<file path="src/sv/mktd_pkg.sv">
// ----------------------------------------------------------------------------
// Morse key timing decoder package
// Shared types, codes, register reset values and the Morse code lookup.
// ----------------------------------------------------------------------------
package mktd_pkg;

	localparam int ADDR_W      = 3;
	localparam int DATA_W      = 32;
	localparam int THR_W       = 16;
	localparam int KEY_W       = 3;
	localparam int CHAR_W      = 7;
	localparam int COUNT_W     = 4;
	localparam int CODE_MAX    = 5;

	localparam logic [THR_W-1:0] DOT_THR_RESET  = 16'd100;
	localparam logic [THR_W-1:0] DASH_THR_RESET = 16'd300;

	typedef enum logic {
		REG_DOT_THR  = 1'b0,
		REG_DASH_THR = 1'b1
	} reg_index_t;

	typedef enum logic {
		OP_TICK = 1'b0,
		OP_KEY  = 1'b1
	} operation_t;

	localparam logic [KEY_W-1:0] KEY_RELEASED   = 3'd0;
	localparam logic [KEY_W-1:0] KEY_SIGNAL     = 3'd1;
	localparam logic [KEY_W-1:0] KEY_LETTER_END = 3'd2;
	localparam logic [KEY_W-1:0] KEY_STOP       = 3'd4;

	typedef enum logic [2:0] {
		EV_IGNORED = 3'd0,
		EV_DOT     = 3'd1,
		EV_DASH    = 3'd2,
		EV_CHAR    = 3'd3,
		EV_UNKNOWN = 3'd4,
		EV_STOPPED = 3'd5
	} event_kind_t;

	typedef struct packed {
		logic [THR_W-1:0] dot;
		logic [THR_W-1:0] dash;
	} thresholds_t;

	typedef struct packed {
		logic               valid;
		event_kind_t        kind;
		logic [CHAR_W-1:0]  character;
		logic [COUNT_W-1:0] count;
	} result_t;

	// Symbol i of the pattern sits in bit i, a dot is 0 and a dash is 1.
	// Returns zero when the pattern is not a letter or a digit.
	function automatic logic [CHAR_W-1:0] morse_lookup(
		input logic [2:0]          len,
		input logic [CODE_MAX-1:0] pattern
	);
		logic [CODE_MAX-1:0] mask;
		logic [CHAR_W-1:0]   ch;
		mask = ~({CODE_MAX{1'b1}} << len);
		ch   = '0;
		case ({len, pattern & mask})
			{3'd2, 5'd2}:  ch = 7'h41; // A
			{3'd4, 5'd1}:  ch = 7'h42; // B
			{3'd4, 5'd5}:  ch = 7'h43; // C
			{3'd3, 5'd1}:  ch = 7'h44; // D
			{3'd1, 5'd0}:  ch = 7'h45; // E
			{3'd4, 5'd4}:  ch = 7'h46; // F
			{3'd3, 5'd3}:  ch = 7'h47; // G
			{3'd4, 5'd0}:  ch = 7'h48; // H
			{3'd2, 5'd0}:  ch = 7'h49; // I
			{3'd4, 5'd14}: ch = 7'h4A; // J
			{3'd3, 5'd5}:  ch = 7'h4B; // K
			{3'd4, 5'd2}:  ch = 7'h4C; // L
			{3'd2, 5'd3}:  ch = 7'h4D; // M
			{3'd2, 5'd1}:  ch = 7'h4E; // N
			{3'd3, 5'd7}:  ch = 7'h4F; // O
			{3'd4, 5'd6}:  ch = 7'h50; // P
			{3'd4, 5'd11}: ch = 7'h51; // Q
			{3'd3, 5'd2}:  ch = 7'h52; // R
			{3'd3, 5'd0}:  ch = 7'h53; // S
			{3'd1, 5'd1}:  ch = 7'h54; // T
			{3'd3, 5'd4}:  ch = 7'h55; // U
			{3'd4, 5'd8}:  ch = 7'h56; // V
			{3'd3, 5'd6}:  ch = 7'h57; // W
			{3'd4, 5'd9}:  ch = 7'h58; // X
			{3'd4, 5'd13}: ch = 7'h59; // Y
			{3'd4, 5'd3}:  ch = 7'h5A; // Z
			{3'd5, 5'd31}: ch = 7'h30; // 0
			{3'd5, 5'd30}: ch = 7'h31; // 1
			{3'd5, 5'd28}: ch = 7'h32; // 2
			{3'd5, 5'd24}: ch = 7'h33; // 3
			{3'd5, 5'd16}: ch = 7'h34; // 4
			{3'd5, 5'd0}:  ch = 7'h35; // 5
			{3'd5, 5'd1}:  ch = 7'h36; // 6
			{3'd5, 5'd3}:  ch = 7'h37; // 7
			{3'd5, 5'd7}:  ch = 7'h38; // 8
			{3'd5, 5'd15}: ch = 7'h39; // 9
			default:       ch = '0;
		endcase
		return ch;
	endfunction

endpackage

</file>
<file path="src/sv/morse_key_timing_decoder.sv">
// ----------------------------------------------------------------------------
// Morse key timing decoder
// Classifies key presses by duration and decodes Morse letters and digits.
// ----------------------------------------------------------------------------
// The block takes one request per clock cycle, millisecond ticks and key
// changes alike, and a request that causes an event passes through the input
// register and then the result register before it is delivered. Only a
// stalled result register holds back the input side, and ticks and unchanged
// keys pass through even then, since they produce no event.
module morse_key_timing_decoder
	import mktd_pkg::*;
#(
	parameter int MAX_SYMBOLS = 9,
	parameter int TIMER_BITS  = 16
) (
	input  logic               clk,
	input  logic               arst_n,
	input  logic               in_valid,
	output logic               in_ready,
	input  logic               operation,
	input  logic [KEY_W-1:0]   key_value,
	output logic               out_valid,
	input  logic               out_ready,
	output logic [2:0]         event_kind,
	output logic [CHAR_W-1:0]  character,
	output logic [COUNT_W-1:0] symbol_count,
	input  logic               psel,
	input  logic               penable,
	input  logic               pwrite,
	input  logic [ADDR_W-1:0]  paddr,
	input  logic [DATA_W-1:0]  pwdata,
	output logic [DATA_W-1:0]  prdata,
	output logic               pready
);

	thresholds_t        thr;
	result_t            res;
	logic               valid_s1;
	logic               op_s1;
	logic [KEY_W-1:0]   key_s1;
	logic               advance;
	logic               out_valid_q;
	event_kind_t        kind_q;
	logic [CHAR_W-1:0]  char_q;
	logic [COUNT_W-1:0] count_q;

	mktd_cfg_regs u_cfg (
		.clk     (clk),
		.arst_n  (arst_n),
		.psel    (psel),
		.penable (penable),
		.pwrite  (pwrite),
		.paddr   (paddr),
		.pwdata  (pwdata),
		.prdata  (prdata),
		.pready  (pready),
		.thr     (thr)
	);

	mktd_core #(
		.MAX_SYMBOLS (MAX_SYMBOLS),
		.TIMER_BITS  (TIMER_BITS)
	) u_core (
		.clk       (clk),
		.arst_n    (arst_n),
		.step      (advance),
		.operation (op_s1),
		.key_value (key_s1),
		.thr       (thr),
		.res       (res)
	);

	assign advance  = valid_s1 && (!res.valid || !out_valid_q || out_ready);
	assign in_ready = !valid_s1 || advance;

	always_ff @(posedge clk or negedge arst_n) begin
		if (!arst_n) begin
			valid_s1 <= 1'b0;
		end else if (in_valid && in_ready) begin
			valid_s1 <= 1'b1;
		end else if (advance) begin
			valid_s1 <= 1'b0;
		end
	end

	always_ff @(posedge clk) begin
		if (in_valid && in_ready) begin
			op_s1  <= operation;
			key_s1 <= key_value;
		end
	end

	always_ff @(posedge clk or negedge arst_n) begin
		if (!arst_n) begin
			out_valid_q <= 1'b0;
		end else if (advance && res.valid) begin
			out_valid_q <= 1'b1;
		end else if (out_ready) begin
			out_valid_q <= 1'b0;
		end
	end

	always_ff @(posedge clk) begin
		if (advance && res.valid) begin
			kind_q  <= res.kind;
			char_q  <= res.character;
			count_q <= res.count;
		end
	end

	assign out_valid    = out_valid_q;
	assign event_kind   = kind_q;
	assign character    = char_q;
	assign symbol_count = count_q;

endmodule

</file>
<file path="src/sv/mktd_cfg_regs.sv">
// ----------------------------------------------------------------------------
// Morse key timing decoder configuration registers
// APB register file holding the dot and dash duration thresholds.
// ----------------------------------------------------------------------------
module mktd_cfg_regs
	import mktd_pkg::*;
(
	input  logic              clk,
	input  logic              arst_n,
	input  logic              psel,
	input  logic              penable,
	input  logic              pwrite,
	input  logic [ADDR_W-1:0] paddr,
	input  logic [DATA_W-1:0] pwdata,
	output logic [DATA_W-1:0] prdata,
	output logic              pready,
	output thresholds_t       thr
);

	logic [THR_W-1:0] dot_q;
	logic [THR_W-1:0] dash_q;
	reg_index_t       index;
	logic             wr_en;

	assign index  = reg_index_t'(paddr[2]);
	assign wr_en  = psel & penable & pwrite;
	assign pready = 1'b1;

	always_ff @(posedge clk or negedge arst_n) begin
		if (!arst_n) begin
			dot_q  <= DOT_THR_RESET;
			dash_q <= DASH_THR_RESET;
		end else if (wr_en) begin
			case (index)
				REG_DOT_THR:  dot_q  <= pwdata[THR_W-1:0];
				REG_DASH_THR: dash_q <= pwdata[THR_W-1:0];
				default: ;
			endcase
		end
	end

	always_comb begin
		case (index)
			REG_DOT_THR:  prdata = DATA_W'(dot_q);
			REG_DASH_THR: prdata = DATA_W'(dash_q);
			default:      prdata = '0;
		endcase
	end

	assign thr.dot  = dot_q;
	assign thr.dash = dash_q;

endmodule

</file>
<file path="src/sv/mktd_core.sv">
// ----------------------------------------------------------------------------
// Morse key timing decoder core
// Press timer, symbol pattern and key state, with the per-item event logic.
// ----------------------------------------------------------------------------
module mktd_core
	import mktd_pkg::*;
#(
	parameter int MAX_SYMBOLS = 9,
	parameter int TIMER_BITS  = 16
) (
	input  logic             clk,
	input  logic             arst_n,
	input  logic             step,
	input  logic             operation,
	input  logic [KEY_W-1:0] key_value,
	input  thresholds_t      thr,
	output result_t          res
);

	localparam int LEN_W = $clog2(MAX_SYMBOLS + 1);
	localparam int IDX_W = $clog2(MAX_SYMBOLS);
	localparam int CMP_W = (TIMER_BITS > THR_W) ? TIMER_BITS : THR_W;

	logic [TIMER_BITS-1:0]  timer_q, timer_n;
	logic [MAX_SYMBOLS-1:0] pattern_q, pattern_n;
	logic [LEN_W-1:0]       len_q, len_n;
	logic [KEY_W-1:0]       prev_q, prev_n;
	logic                   stopped_q, stopped_n;

	logic [CMP_W-1:0]  dur;
	logic [CMP_W-1:0]  dot_x;
	logic [CMP_W-1:0]  dash_x;
	logic [CHAR_W-1:0] decoded;
	logic              len_ok;

	assign dur    = CMP_W'(timer_q);
	assign dot_x  = CMP_W'(thr.dot);
	assign dash_x = CMP_W'(thr.dash);
	assign len_ok = (len_q != '0) && (len_q <= LEN_W'(CODE_MAX));
	assign decoded = morse_lookup(len_q[2:0], pattern_q[CODE_MAX-1:0]);

	always_comb begin
		timer_n       = timer_q;
		pattern_n     = pattern_q;
		len_n         = len_q;
		prev_n        = prev_q;
		stopped_n     = stopped_q;
		res.valid     = 1'b0;
		res.kind      = EV_IGNORED;
		res.character = '0;
		if (!stopped_q) begin
			if (operation == OP_TICK) begin
				if (timer_q != '1) begin
					timer_n = timer_q + TIMER_BITS'(1);
				end
			end else if (key_value != prev_q) begin
				res.valid = 1'b1;
				prev_n    = key_value;
				case (key_value)
					KEY_STOP: begin
						stopped_n = 1'b1;
						res.kind  = EV_STOPPED;
					end
					KEY_LETTER_END: begin
						if (len_ok && decoded != '0) begin
							res.kind      = EV_CHAR;
							res.character = decoded;
						end else begin
							res.kind = EV_UNKNOWN;
						end
						pattern_n = '0;
						len_n     = '0;
					end
					KEY_SIGNAL: begin
						timer_n = '0;
					end
					KEY_RELEASED: begin
						if (prev_q != KEY_LETTER_END && len_q < LEN_W'(MAX_SYMBOLS)) begin
							if (dur > dot_x && dur < dash_x) begin
								pattern_n[len_q[IDX_W-1:0]] = 1'b0;
								len_n    = len_q + LEN_W'(1);
								res.kind = EV_DOT;
							end else if (dur >= dash_x) begin
								pattern_n[len_q[IDX_W-1:0]] = 1'b1;
								len_n    = len_q + LEN_W'(1);
								res.kind = EV_DASH;
							end
						end
					end
					default: ;
				endcase
			end
		end
		res.count = COUNT_W'(len_n);
	end

	always_ff @(posedge clk or negedge arst_n) begin
		if (!arst_n) begin
			timer_q   <= '0;
			pattern_q <= '0;
			len_q     <= '0;
			prev_q    <= KEY_RELEASED;
			stopped_q <= 1'b0;
		end else if (step) begin
			timer_q   <= timer_n;
			pattern_q <= pattern_n;
			len_q     <= len_n;
			prev_q    <= prev_n;
			stopped_q <= stopped_n;
		end
	end

endmodule

</file>
<file path="config.mk">
export PLATFORM = sky130hd
export DESIGN_NAME = morse_key_timing_decoder
export DESIGN_NICKNAME = d
export VERILOG_FILES = /design/src/sv/mktd_pkg.sv /design/src/sv/morse_key_timing_decoder.sv /design/src/sv/mktd_cfg_regs.sv /design/src/sv/mktd_core.sv
export SDC_FILE = /design/constraint.sdc
export NUM_CORES = 1
export LEC_CHECK = 0
export BUFFER_PORTS_ARGS = -buffer_cell sky130_fd_sc_hd__buf_4
export CORE_MARGIN = 2
export CORE_UTILIZATION = 52
export CTS_CLUSTER_SIZE = 28
export DETAILED_ROUTE_END_ITERATION = 12
export GPL_TIMING_DRIVEN = 0
export PLACE_DENSITY = 0.78
export SYNTH_ARGS = -nofsm -noshare
export SYNTH_HDL_FRONTEND = slang
export SYNTH_SLANG_ARGS = --single-unit
export TNS_END_PERCENT = 1
</file>
<file path="constraint.sdc">
create_clock -name clk -period 2.4 [get_ports clk]
set_input_delay 0.36 -clock clk [delete_from_list [all_inputs] [get_ports clk]]
set_output_delay 0.36 -clock clk [all_outputs]
set_load 0.01 [all_outputs]
</file>
# == Yosys cells after proc, flatten, opt, wreduce, memory -nomap -nowiden ==
# Index checks and enable logic that the tools add are counted.
# totals
ff_bits,85
in_bits,46
out_inout_bits,49
wordCells,148
# op_classes
add_sub_neg,2
magnitude_cmp,7
eq_ne,46
n_shift,1
mux,37
bitwise_logic,13
n_reduce_logical,28
# ops
operator,count
7-bit one-hot mux with 36 select lines,1
8-bit == test (second input constant),22
8-bit by 7-bit == test with 1-bit output (second input constant),12
16-bit two-way mux,4
32-bit one-hot mux with 2 select lines,1
11-bit two-way mux,3
9-bit two-way mux,3
4-bit two-way mux,6
9-bit one-hot mux with 2 select lines,1
16-bit by 1-bit adder with 16-bit output (second input constant),1
8-bit by 6-bit == test with 1-bit output (second input constant),2
16-bit >= comparator,1
16-bit > comparator,1
16-bit < comparator,1
16-bit != test (second input constant),1
7-bit two-way mux,2
9-bit bitwise AND,1
1-bit two-way mux,9
3-bit two-way mux,3
9-bit inverter,1
9-bit OR,1
3-bit one-hot mux with 3 select lines,1
1-bit logical AND,8
4-bit one-hot mux with 2 select lines,1
other kinds (31),47

# == Longest topological paths before layout ==
# Gate-level depths: netlist of the first run.
# logic_depth
ltp_word,19
mapped_depth,12
ltp_nobuf,11

# == Modules after synthesis ==
# Synthesis of the first run repeated with hierarchy kept, for this count alone.
# hier_totals
cells_unflattened,549
area_unflattened_um2,5495.3
# modules_own_cells
module,instances,cells_per_inst,area_each_um2,seq_area_each_um2
mktd_core,1,416,3240.6,725.7
mktd_cfg_regs,1,105,1606.5,809.5
morse_key_timing_decoder,1,28,648.1,590.6

# == Worst setup path before layout of the first run ==
# Ideal clock, no wire load.
# synth_timing
path_type,reg-to-reg
start,reg u_core.len_q[1]
end,reg kind_q[1] (netlist: event_kind[1]) (data pin)
setup_time_ps,180
arrival_time_ps,2406
required_ps,2220
setup_slack_ps,-186
path_stages_with_launch,12
path_buffers,1
period_less_slack_ps,2586
path_cell_list,dfrtp_1 buf_2 inv_1 ha_1 nand2b_1 nand4_1 nor3_1 a211oi_2 nand4_1 o311a_1 nand3_1 a221oi_1
# synth_between
elab_chain_cells,9
elab_cells_between_ends,50
classes_between,order compare: 2; eq/ne: 36; shift: 1; mux: 4; bitwise: 2; reduce/logical: 5
# synth_lines
item,line_no,text
"start, declared",mktd_core.sv:26,"logic [LEN_W-1:0] len_q, len_n;"
"start signal, assigned",mktd_core.sv:107,len_q <= len_n;
5-bit by 3-bit << shifter with 5-bit output,mktd_pkg.sv:62,mask = ~({CODE_MAX{1'b1}} << len);
5-bit inverter,mktd_pkg.sv:62,
5-bit bitwise AND,mktd_pkg.sv:64,"case ({len, pattern & mask})"
8-bit == test (tied with other cells),mktd_pkg.sv:64,
7-bit one-hot mux with 36 select lines,mktd_pkg.sv:64,
7-bit nonzero test,mktd_core.sv:65,if (len_ok && decoded != '0) begin
1-bit logical AND,mktd_core.sv:65,
3-bit two-way mux,mktd_core.sv:65,
3-bit one-hot mux with 3 select lines (*),mktd_core.sv:59,case (key_value)
"end signal, assigned",morse_key_timing_decoder.sv:105,kind_q <= res.kind;
"end, declared",morse_key_timing_decoder.sv:43,event_kind_t kind_q;
# Mark *: on every way between the ends. The rest lies on a longest branch, timed or not.
# A chain may end at the register's enable or synchronous reset.

# == Worst setup path in the final report of the first run ==
# layout_timing
start,reg u_core.len_q[1]
end,reg kind_q[2] (netlist: event_kind[2]) (data pin)
# Same word-level chain as after synthesis.

==> qor.csv, run 1 <==
stage,metric,value,unit
worst_setup_path,worstPathArrival,2.86,ns
cells_and_area,area_delta_synth_final,26.26,%
sta,period_share,1.102,
clocking,htreeDepth,3,
power_and_ir_drop,cellPowerDensity,498.7,nW/um^2
place,hpwl,10450,microns
sta,tightestPinTransition,0.8150,ns
yosys,ys_seq_area_frac,0.3793,
clocking,numCtsBuffers,9,
sta,final.min_clock_period,2.645,ns
clocking,clockRootBuffer,clkbuf_8,
yosys,synth_seq_cells,81,
sta,rsz0062_at_grt,yes,
route,firstDrtPassIters,5,
hold_path,hp-class,primary input to asynchronous set/reset pin,
route,vias,5054,
status,violations,setup timing,
clocking,clock_latency,0.36,ns
sta,fmax,378.0,MHz
place,place_ws,-0.7437,ns
yosys,yosysWarnings,0,
global_routing,grt_pass1_vias,4928,
global_routing,track_usage,0.2583,
cells_and_area,fin_nets,798,
floorplanning,die_width,107.8,microns
clocking,clockBufferDepth,2,
floorplanning,initial_core_util,0.5380,
yosys,synth.top_cells.by_area,"dfrtp_1 25%, edfxtp_1 9.6%, ha_1 8.7%, mux2_2 7.0%, nand2_1 3.5%",
yosys,synthDistinctLibCells,80,
power_and_ir_drop,leakage,3.146,nW
sta,layout_setup_ws,-0.2455,ns
sta,finClkSkew,0.008881,ns
yosys,synth_area_leader_cell,dfrtp_1,
global_routing,grt_first_pass_wirelength,23770,microns
route,drc,0,
yosys,synth-async-reset-ratio,0.7778,
floorplanning,fp.dieH,107.8,microns
sta,setup_tns,-3.608,ns
route,wl_per_cell,17.28,microns
route,drtIter0Drc,357,
floorplanning,num_rows,37,
sta,finalSetupViolCount,23,
route,detail-route-antenna-nets,0,
global_routing,grt_max_degree,64,
sta,hold_viol,0,
power_and_ir_drop,peakVddDrop,0.3951,mV
worst_setup_path,path_class,register to register,
route,drt-total-wl,14760,microns
worst_setup_path,cp.required,2.61,ns
yosys,synth_area,5604,sq um
sta,drv_slew,0,
yosys,synth-edff-count,18,
yosys,synth_cells,606,
flow_run,cap_viol_max_count,0,
sta,max_slew_margin,0.4566,
clocking,cts_tree,yes,
floorplanning,dieArea,11620,sq um
worst_setup_path,start_kind,register,
place,gp_congestion,0.9519,
worst_setup_path,path_max_fanout,7,
route,avgViaCountPerCell,5.918,
clocking,postCtsHoldBufs,0,
place,portBuffers,58,
worst_setup_path,endpoint_kind,register,
global_routing,antenna_found_initial,0,
floorplanning,coreArea,10420,sq um
yosys,synth_top_area_share,0.2501,
cells_and_area,drive_gt1_frac,0.3315,
status,status,"complete, but fails checks",
clocking,clkTransAtPathRegs,0.09,ns
cells_and_area,num_antenna_cells,0,
floorplanning,ios,95,
yosys,synth_ff_type,dfrtp_1,
global_routing,grt.overflow.total,0,
clocking,clock-sinks,81,
yosys,syn_avg_cell_area,9.248,sq um
-- cells in the final DEF, fill, tap and decap left out, types with 14 or more instances in the layout --
cell      Yosys  layout
nand2_1      52      51
inv_1        44      41
ha_1         39      33
conb_1        2      17
o21ai_0      33      32
edfxtp_1     18      18
buf_4        18      98
nand4_1      14      14
nor2_1       35      34
nor3_1       22      20
a21oi_1      33      29
mux2_2       35      35
nand3_1      28      24
dfrtp_1      56      51
-- logic make-up after synthesis --
group,after synthesis,share of synthesized area
AO/OA/AOI/OAI,144,0.1686
multiplexers,41,0.08105
adder cells (fa/ha/maj),39,0.08707
XOR/XNOR,10,0.01697
flip-flops,81,0.3793
buffers and inverters,87,0.07814
AND/OR/NAND/NOR,202,0.1875
other,2,0.001340
-- Yosys cell counts (all sizes together) (6+ instances only) --
cell type and n:
a21oi 33, a31oi 9, buf 30, clkbuf 12, dfrtp 56, dfstp 7, edfxtp 18, ha 39
inv 45, mux2 35, mux2i 6, nand2 52, nand2b 11, nand3 28, nand4 14, nor2 35
nor2b 8, nor3 24, nor4 7, o21ai 44, o22ai 6, xnor2 7
-- power breakdown --
| part | internal (mW) | switching, mW |
|---|---|---|
| clock network | 0.692 | 0.504 |
| logic | 0.335 | 0.361 |
| registers | 1.55 | 0.0892 |
-- area by class of cell --
class,instances,area (sq um)
Multi-Input combinational cell,453,3428
Fill cell,843,3341
Sequential cell,81,2132
Inverter,45,177.7
Clock buffer,11,131.4
Clock inverter,5,103.9
Buffer,42,307.8
Timing Repair Buffer,81,624.3
Tap cell,136,170.2
-- through the flow --
stage | std cells | power, mW | instance area [sq um] | utilization | hold WS (ns)
after floorplan | 621 | 2.060 | 5728 | - | 0.06441
after global placement | 815 | 2.287 | 6334 | 0.6080 | 0.4867
after detailed placement | 815 | 2.321 | 6334 | 0.6080 | 0.4934
after CTS | 849 | 3.521 | 6888 | 0.6613 | 0.1110
after global routing | 854 | 3.709 | 7076 | 0.6793 | 0.1525
final | 854 | 3.529 | 7076 | 0.6793 | 0.08494
-- metal layers --
metal,up-vias,track usage,share of wire
met2,209,0.4268,0.49
li1,2385,-,-
met4,0,0.1016,0.024
met3,32,0.03329,0.051
met1,2428,0.3443,0.43
met5,-,0,0
-- registers in the layout, indices dropped and copies added, names as in the netlist --
| signal | count |
|---|---|
| character | 7 |
| event_kind | 3 |
| key_s1 | 3 |
| op_s1 | 1 |
| out_valid | 1 |
| symbol_count | 4 |
| u_cfg.dash_q | 16 |
| u_cfg.dot_q | 16 |
| u_core.dur | 16 |
| u_core.len_q | 4 |
| u_core.pattern_q | 5 |
| u_core.prev_q | 3 |
| u_core.stopped_q | 1 |
| valid_s1 | 1 |
-- worst max-delay path: stages, from the launching register on --
cell        delay [ns]
dfrtp_2           0.42
buf_8             0.12
clkinvlp_4        0.09
ha_4              0.20
nand2b_4          0.15
buf_8             0.13
a32oi_2           0.17
o22ai_2           0.12
a211oi_2          0.26
nand4_1           0.16
o311a_4           0.17
or3_1             0.36
a21oi_1           0.14
-- timing repair --
action                     4_1_cts  5_1_grt
resized for setup               41       28
buffers inserted                18        5
setup endpoints to repair       23       54
pin swaps                       18       13
-- path summary, 6_finish.rpt --
| kind | slack (ns) | depth (start not counted) | end | startpoint |
|---|---|---|---|---|
| hold / removal | 0.08 | 1 | u_cfg.dot_q[8] | arst_n |
| min in group clk | 0.17 | 1 | op_s1 | operation |
| setup reg to reg | -0.25 | 12 | event_kind[2] | u_core.len_q[1] |
| setup / recovery | -0.25 | 12 | event_kind[2] | u_core.len_q[1] |
| hold reg to reg | 0.51 | 1 | u_cfg.dot_q[8] | u_cfg.dot_q[8] |
| max in group asynchronous | 1.71 | 1 | u_core.dur[6] | arst_n |
No activity file was read; power rests on OpenSTA's default activity.
==> run 2, diff against run 1 <==
--- a/config.mk
+++ b/config.mk
@@ -6,12 +6,14 @@
 export NUM_CORES = 1
 export LEC_CHECK = 0
 export BUFFER_PORTS_ARGS = -buffer_cell sky130_fd_sc_hd__buf_4
+export CELL_PAD_IN_SITES_DETAIL_PLACEMENT = 0
+export CELL_PAD_IN_SITES_GLOBAL_PLACEMENT = 1
 export CORE_MARGIN = 2
-export CORE_UTILIZATION = 52
+export CORE_UTILIZATION = 39
 export CTS_CLUSTER_SIZE = 28
 export DETAILED_ROUTE_END_ITERATION = 12
 export GPL_TIMING_DRIVEN = 0
-export PLACE_DENSITY = 0.78
+export PLACE_DENSITY_LB_ADDON = 0.1
 export SYNTH_ARGS = -nofsm -noshare
 export SYNTH_HDL_FRONTEND = slang
 export SYNTH_SLANG_ARGS = --single-unit
==> run 2 against run 1 <==
The run still ends with setup timing left. Cell count increased by 4.3%. Sequential share of layout area decreased by 0.60 points. Sequential power about the same. Global-route usage decreased by 4.2 points. Core utilization decreased by 16 points. Via count decreased by 3.5%. Register-to-register slack improved by 0.02 ns. First-iteration DRC count increased by 15%. Wire length increased by 5.0%. Flip-flop and latch count unchanged. Worst hold slack improved by 0.018 ns. Die area increased by 32%.
==> qor.csv, run 2 (synthesis gave the netlist of run 1 again) <==
stage,metric,value,unit
status,status,"complete, but fails checks",
status,violations,setup timing,
global_routing,track_usage,0.2160,
global_routing,grt_max_degree,64,
cells_and_area,area_delta_synth_final,28.76,%
floorplanning,initial_core_util,0.4022,
floorplanning,coreArea,13930,sq um
worst_setup_path,path_class,register to register,
place,portBuffers,58,
floorplanning,fp.dieH,123.9,microns
floorplanning,num_rows,43,
clocking,cts_tree,yes,
cells_and_area,fin_nets,791,
sta,hold_viol,0,
place,placed_cell_area,6389,sq um
sta,final.min_clock_period,2.621,ns
route,firstDrtPassIters,4,
route,avgViaCountPerCell,5.474,
global_routing,grt.overflow.total,0,
floorplanning,ios,95,
flow_run,cap_viol_max_count,0,
cells_and_area,num_antenna_cells,0,
cells_and_area,mostFrequentLayoutCells,"93 x buf_4, 52 x dfrtp_1, 50 x nand2_1",
route,drtIter0Drc,411,
cells_and_area,fillers,1271,
worst_setup_path,reg2reg_depth,11,
clocking,postCtsHoldBufs,0,
hold_path,hp-class,primary input to asynchronous set/reset pin,
cells_and_area,final_cell_area,7216,sq um
sta,tightestPinTransition,0.8452,ns
sta,setup_tns,-2.212,ns
route,vias,4877,
clocking,clockRootBuffer,clkbuf_16,
route,wl_per_cell,17.40,microns
worst_setup_path,crit_path_start,u_core.len_q[1],
power_and_ir_drop,p_total,3.688,mW
power_and_ir_drop,leakage,3.184,nW
worst_setup_path,cp.required,2.61,ns
place,placedCellCount,859,
sta,drv_slew,0,
power_and_ir_drop,peakVddDrop,0.4236,mV
sta,period_share,1.092,
cells_and_area,drive_gt1_frac,0.3418,
route,drt-total-wl,15500,microns
global_routing,grt_first_pass_wirelength,25340,microns
clocking,clkTransAtPathRegs,0.07,ns
clocking,clockBufferDepth,2,
route,detail-route-antenna-nets,0,
global_routing,antenna_found_initial,0,
cells_and_area,final_common_cell,buf_4,
worst_setup_path,worstPathArrival,2.83,ns
route,drc,0,
place,gp_congestion,0.8543,
sta,max_slew_margin,0.4365,
clocking,htreeDepth,3,
clocking,numCtsBuffers,9,
sta,finalSetupViolCount,23,
sta,rsz0062_at_grt,yes,
clocking,clock_latency,0.35,ns
worst_setup_path,endpoint_kind,register,
floorplanning,die_width,123.9,microns
global_routing,grt_pass1_vias,4835,
floorplanning,dieArea,15350,sq um
worst_setup_path,start_kind,register,
clocking,clock-sinks,81,
cells_and_area,fin_cells,891,
sta,finClkSkew,0.01536,ns
worst_setup_path,path_max_fanout,9,
place,hpwl,11240,microns
worst_setup_path,r2r-start,u_core.len_q[1],
sta,layout_setup_ws,-0.2208,ns
sta,fmax,381.6,MHz
power_and_ir_drop,cellPowerDensity,511.1,nW/um^2
==> run 2: critical path, stage by stage (launching register included) <==
cell and delay (ns):
dfrtp_2 0.40, buf_6 0.12, clkinvlp_4 0.10, ha_4 0.20
nand2b_4 0.22, a32oi_2 0.24, o22ai_2 0.09, a211oi_2 0.25
nand4_1 0.18, o311a_4 0.19, or3_4 0.34, a21oi_2 0.13
==> run 2: worst paths after layout <==
path                                    to  slack, ns
setup / recovery             event_kind[2]      -0.22
hold / removal             u_cfg.dash_q[1]       0.10
setup reg to reg             event_kind[2]      -0.22
hold reg to reg            u_cfg.dot_q[10]       0.50
max in group asynchronous   u_core.dur[13]       1.67
min in group clk                 key_s1[0]       0.19
==> run 2: repair_timing <==
action                                  4_1_cts  5_1_grt
endpoints found under the setup margin       33       54
setup buffers                                16        1
cloned                                        0        0
pin swaps                                    17       23
gates resized for setup                      46       47
==> run 2: routing by layer <==
metal,global-route usage,up-vias,part of all wire
li1,-,2385,-
met1,0.3130,2377,0.49
met2,0.3290,95,0.46
met3,0.02793,20,0.034
met4,0.08097,0,0.016
met5,0,-,0
==> run 2: where the power goes <==
group / switching [mW] / internal [mW]
clock network: 0.572 / 0.786
logic: 0.361 / 0.333
registers: 0.0866 / 1.55
==> run 2: final cells by class <==
cell class,instances,area (sq um),share of cell area
multi-input cells,453,3528,0.4890
flip-flops and latches,81,2131,0.2953
repair buffers,75,566.8,0.07855
plain buffers,41,295.3,0.04092
clock buffers,14,274.0,0.03797
well taps,180,225.2,0.03121
inverters,45,182.7,0.02532
clock inverters,2,12.51,0.001734
==> run 2: through the flow <==
stage	util	setup slack (ns)	hold WS, ns
after floorplan	-	-0.06882	0.06441
after global placement	0.4585	-0.8169	0.4883
after detailed placement	0.4585	-0.7854	0.4936
after CTS	0.5002	-0.2158	0.1581
after global routing	0.5178	-0.3054	0.1812
final	0.5178	-0.2208	0.1031
==> run 3, diff against run 2 <==
--- a/config.mk
+++ b/config.mk
@@ -14,6 +14,7 @@
 export DETAILED_ROUTE_END_ITERATION = 12
 export GPL_TIMING_DRIVEN = 0
 export PLACE_DENSITY_LB_ADDON = 0.1
+export RECOVER_POWER = 50
 export SYNTH_ARGS = -nofsm -noshare
 export SYNTH_HDL_FRONTEND = slang
 export SYNTH_SLANG_ARGS = --single-unit
==> run 3 against run 2 <==
The run ends with capacitance limit, slew limit, setup timing left. Die area unchanged. Critical path depth decreased by 1. Sequential power about the same. Register-to-register slack about the same. Global-route usage unchanged. Count of clock-buffer cells in the layout unchanged. Final area decreased by 0.35%. Cell count unchanged. Clock power about the same. Non-clock buffer count unchanged. Critical endpoint is now symbol_count[1]. Largest cell class unchanged. Largest power group unchanged. Highest routed layer unchanged.
==> qor.csv, run 3 (synthesis gave the netlist of run 1 again) <==
stage,metric,value,unit
status,status,"complete, but fails checks",
status,violations,"capacitance limit, slew limit, setup timing",
clocking,postCtsHoldBufs,0,
sta,finalSetupViolCount,23,
clocking,clkTransAtPathRegs,0.06,ns
place,hpwl,11240,microns
hold_path,holdCritStartpoint,in_valid,
place,placedCellCount,859,
hold_path,hp-class,primary input to register,
global_routing,grt.overflow.total,0,
sta,layout_setup_ws,-0.2212,ns
clocking,numCtsBuffers,9,
floorplanning,die_width,123.9,microns
worst_setup_path,reg2reg_to,symbol_count[1],
clocking,htreeDepth,3,
clocking,clockBufferDepth,2,
route,drt-total-wl,15580,microns
floorplanning,ios,95,
place,gp_congestion,0.8543,
clocking,clock_latency,0.35,ns
route,detail-route-antenna-nets,0,
worst_setup_path,start_kind,register,
power_and_ir_drop,cellPowerDensity,513.3,nW/um^2
cells_and_area,fin_cells,891,
cells_and_area,fillers,1280,
worst_setup_path,cpMaxStageDelayCell,or4_4,
floorplanning,dieArea,15350,sq um
cells_and_area,fin_nets,791,
sta,rsz0062_at_grt,yes,
sta,period_share,1.092,
cells_and_area,num_antenna_cells,0,
worst_setup_path,cp_cell_sequence,"inv_2, ha_1, nor2b_1, o211ai_1, a211oi_2, or4_4, o31ai_4, o21a_1, or3_1, o221ai_1",
route,drtIter0Drc,429,
sta,tightestPinTransition,1.656,ns
clocking,clockRootBuffer,clkbuf_16,
route,firstDrtPassIters,4,
power_and_ir_drop,leakage,3.157,nW
sta,final.min_clock_period,2.621,ns
global_routing,grt_first_pass_wirelength,25340,microns
worst_setup_path,worstPathArrival,2.70,ns
sta,fmax,381.5,MHz
floorplanning,fp.dieH,123.9,microns
sta,hold_viol,0,
sta,finClkSkew,0.01160,ns
floorplanning,coreArea,13930,sq um
worst_setup_path,cp.required,2.48,ns
route,avgViaCountPerCell,5.450,
worst_setup_path,reg2reg_depth,10,
route,wl_per_cell,17.49,microns
cells_and_area,drive_gt1_frac,0.3333,
clocking,clock-sinks,81,
route,vias,4856,
global_routing,track_usage,0.2160,
route,drc,0,
worst_setup_path,rrSetupSlack,-0.22,ns
worst_setup_path,worst_path_largest_cell_delay,0.51,ns
worst_setup_path,endpoint_kind,register,
clocking,cts_tree,yes,
hold_path,hold_end,valid_s1,
place,placed_cell_area,6389,sq um
place,portBuffers,58,
cells_and_area,final_cell_area,7191,sq um
sta,drv_slew,64,
power_and_ir_drop,peakVddDrop,0.4232,mV
hold_path,hold_depth,2,
worst_setup_path,r2r-start,u_cfg.dot_q[1],
global_routing,grt_pass1_vias,4835,
sta,max_slew_margin,-0.1042,
global_routing,grt_max_degree,64,
flow_run,cap_viol_max_count,1,
floorplanning,num_rows,43,
cells_and_area,fin_util,0.5160,
global_routing,antenna_found_initial,0,
worst_setup_path,path_max_fanout,5,
floorplanning,initial_core_util,0.4022,
worst_setup_path,path_class,register to register,
cells_and_area,final_common_cell,buf_4,
cells_and_area,mostFrequentLayoutCells,"82 x buf_4, 52 x dfrtp_1, 50 x nand2_1",
power_and_ir_drop,p_total,3.691,mW
cells_and_area,area_delta_synth_final,28.31,%
[run 3: changes by cell type in the layout (fill, tap and decap cells not counted), sizes merged]
cell,change
clkbuf,+11
buf,-11
[run 3: cell type report]
class,instances,area [sq um],area share
multi-input combinational,453,3528,0.4907
sequential,81,2131,0.2963
timing repair buffer,75,541.8,0.07534
buffer,41,295.3,0.04106
clock buffer,14,274.0,0.03811
tap,180,225.2,0.03132
inverter,45,182.7,0.02540
clock inverter,2,12.51,0.001740
[run 3: worst max path at each step]
stage / cells after the start / start / to
after global routing: 10 / u_cfg.dot_q[1] / symbol_count[1]
after global placement: 11 / u_core.len_q[1] / event_kind[1]
after floorplan: 11 / u_cfg.dot_q[5] / symbol_count[2]
after CTS: 10 / u_cfg.dot_q[1] / event_kind[1]
final: 10 / u_cfg.dot_q[1] / symbol_count[1]
after detailed placement: 11 / u_core.len_q[1] / event_kind[1]
[run 3: report_power, final]
part	switching, mW	total (mW)	leakage (nW)	internal [mW]
combinational	0.362	0.693	2.03	0.332
clock	0.575	1.36	0.139	0.786
sequential	0.0865	1.64	0.983	1.55
[run 3: what timing repair did]
item | CTS | global route
pin swaps | 17 | 23
gates resized for setup | 46 | 47
hold endpoints to repair | 0 | 0
setup buffers | 16 | 1
setup endpoints to repair | 33 | 54
[run 3: worst max-delay path, delay by kind of cell, from the launching register on]
family / cells / cell delay (ns)
AO/OA/AOI/OAI: 5 / 0.87
AND/OR/NAND/NOR: 3 / 0.78
flip-flops: 1 / 0.36
adder cells (fa/ha/maj): 1 / 0.30
buffers and inverters: 1 / 0.04
[run 3: per-layer routing]
metal | share of wire | GRT usage | wire, microns | vias up
met5 | 0 | 0 | 0 | -
met4 | 0.016 | 0.08097 | 255 | 0
met3 | 0.031 | 0.02793 | 483 | 18
met2 | 0.45 | 0.3290 | 7082 | 95
met1 | 0.50 | 0.3130 | 7759 | 2364
li1 | - | - | - | 2379
[run 3: through the flow]
stage	worst slack, ns	setup TNS, ns	hold WS, ns
2_1_floorplan	-0.06882	-0.2392	0.06441
3_3_place_gp	-0.8169	-11.39	0.4883
3_5_place_dp	-0.7854	-11.94	0.4936
4_1_cts	-0.2158	-3.390	0.1581
5_1_grt	-0.3054	-5.399	0.2034
6_report	-0.2212	-2.311	0.2073
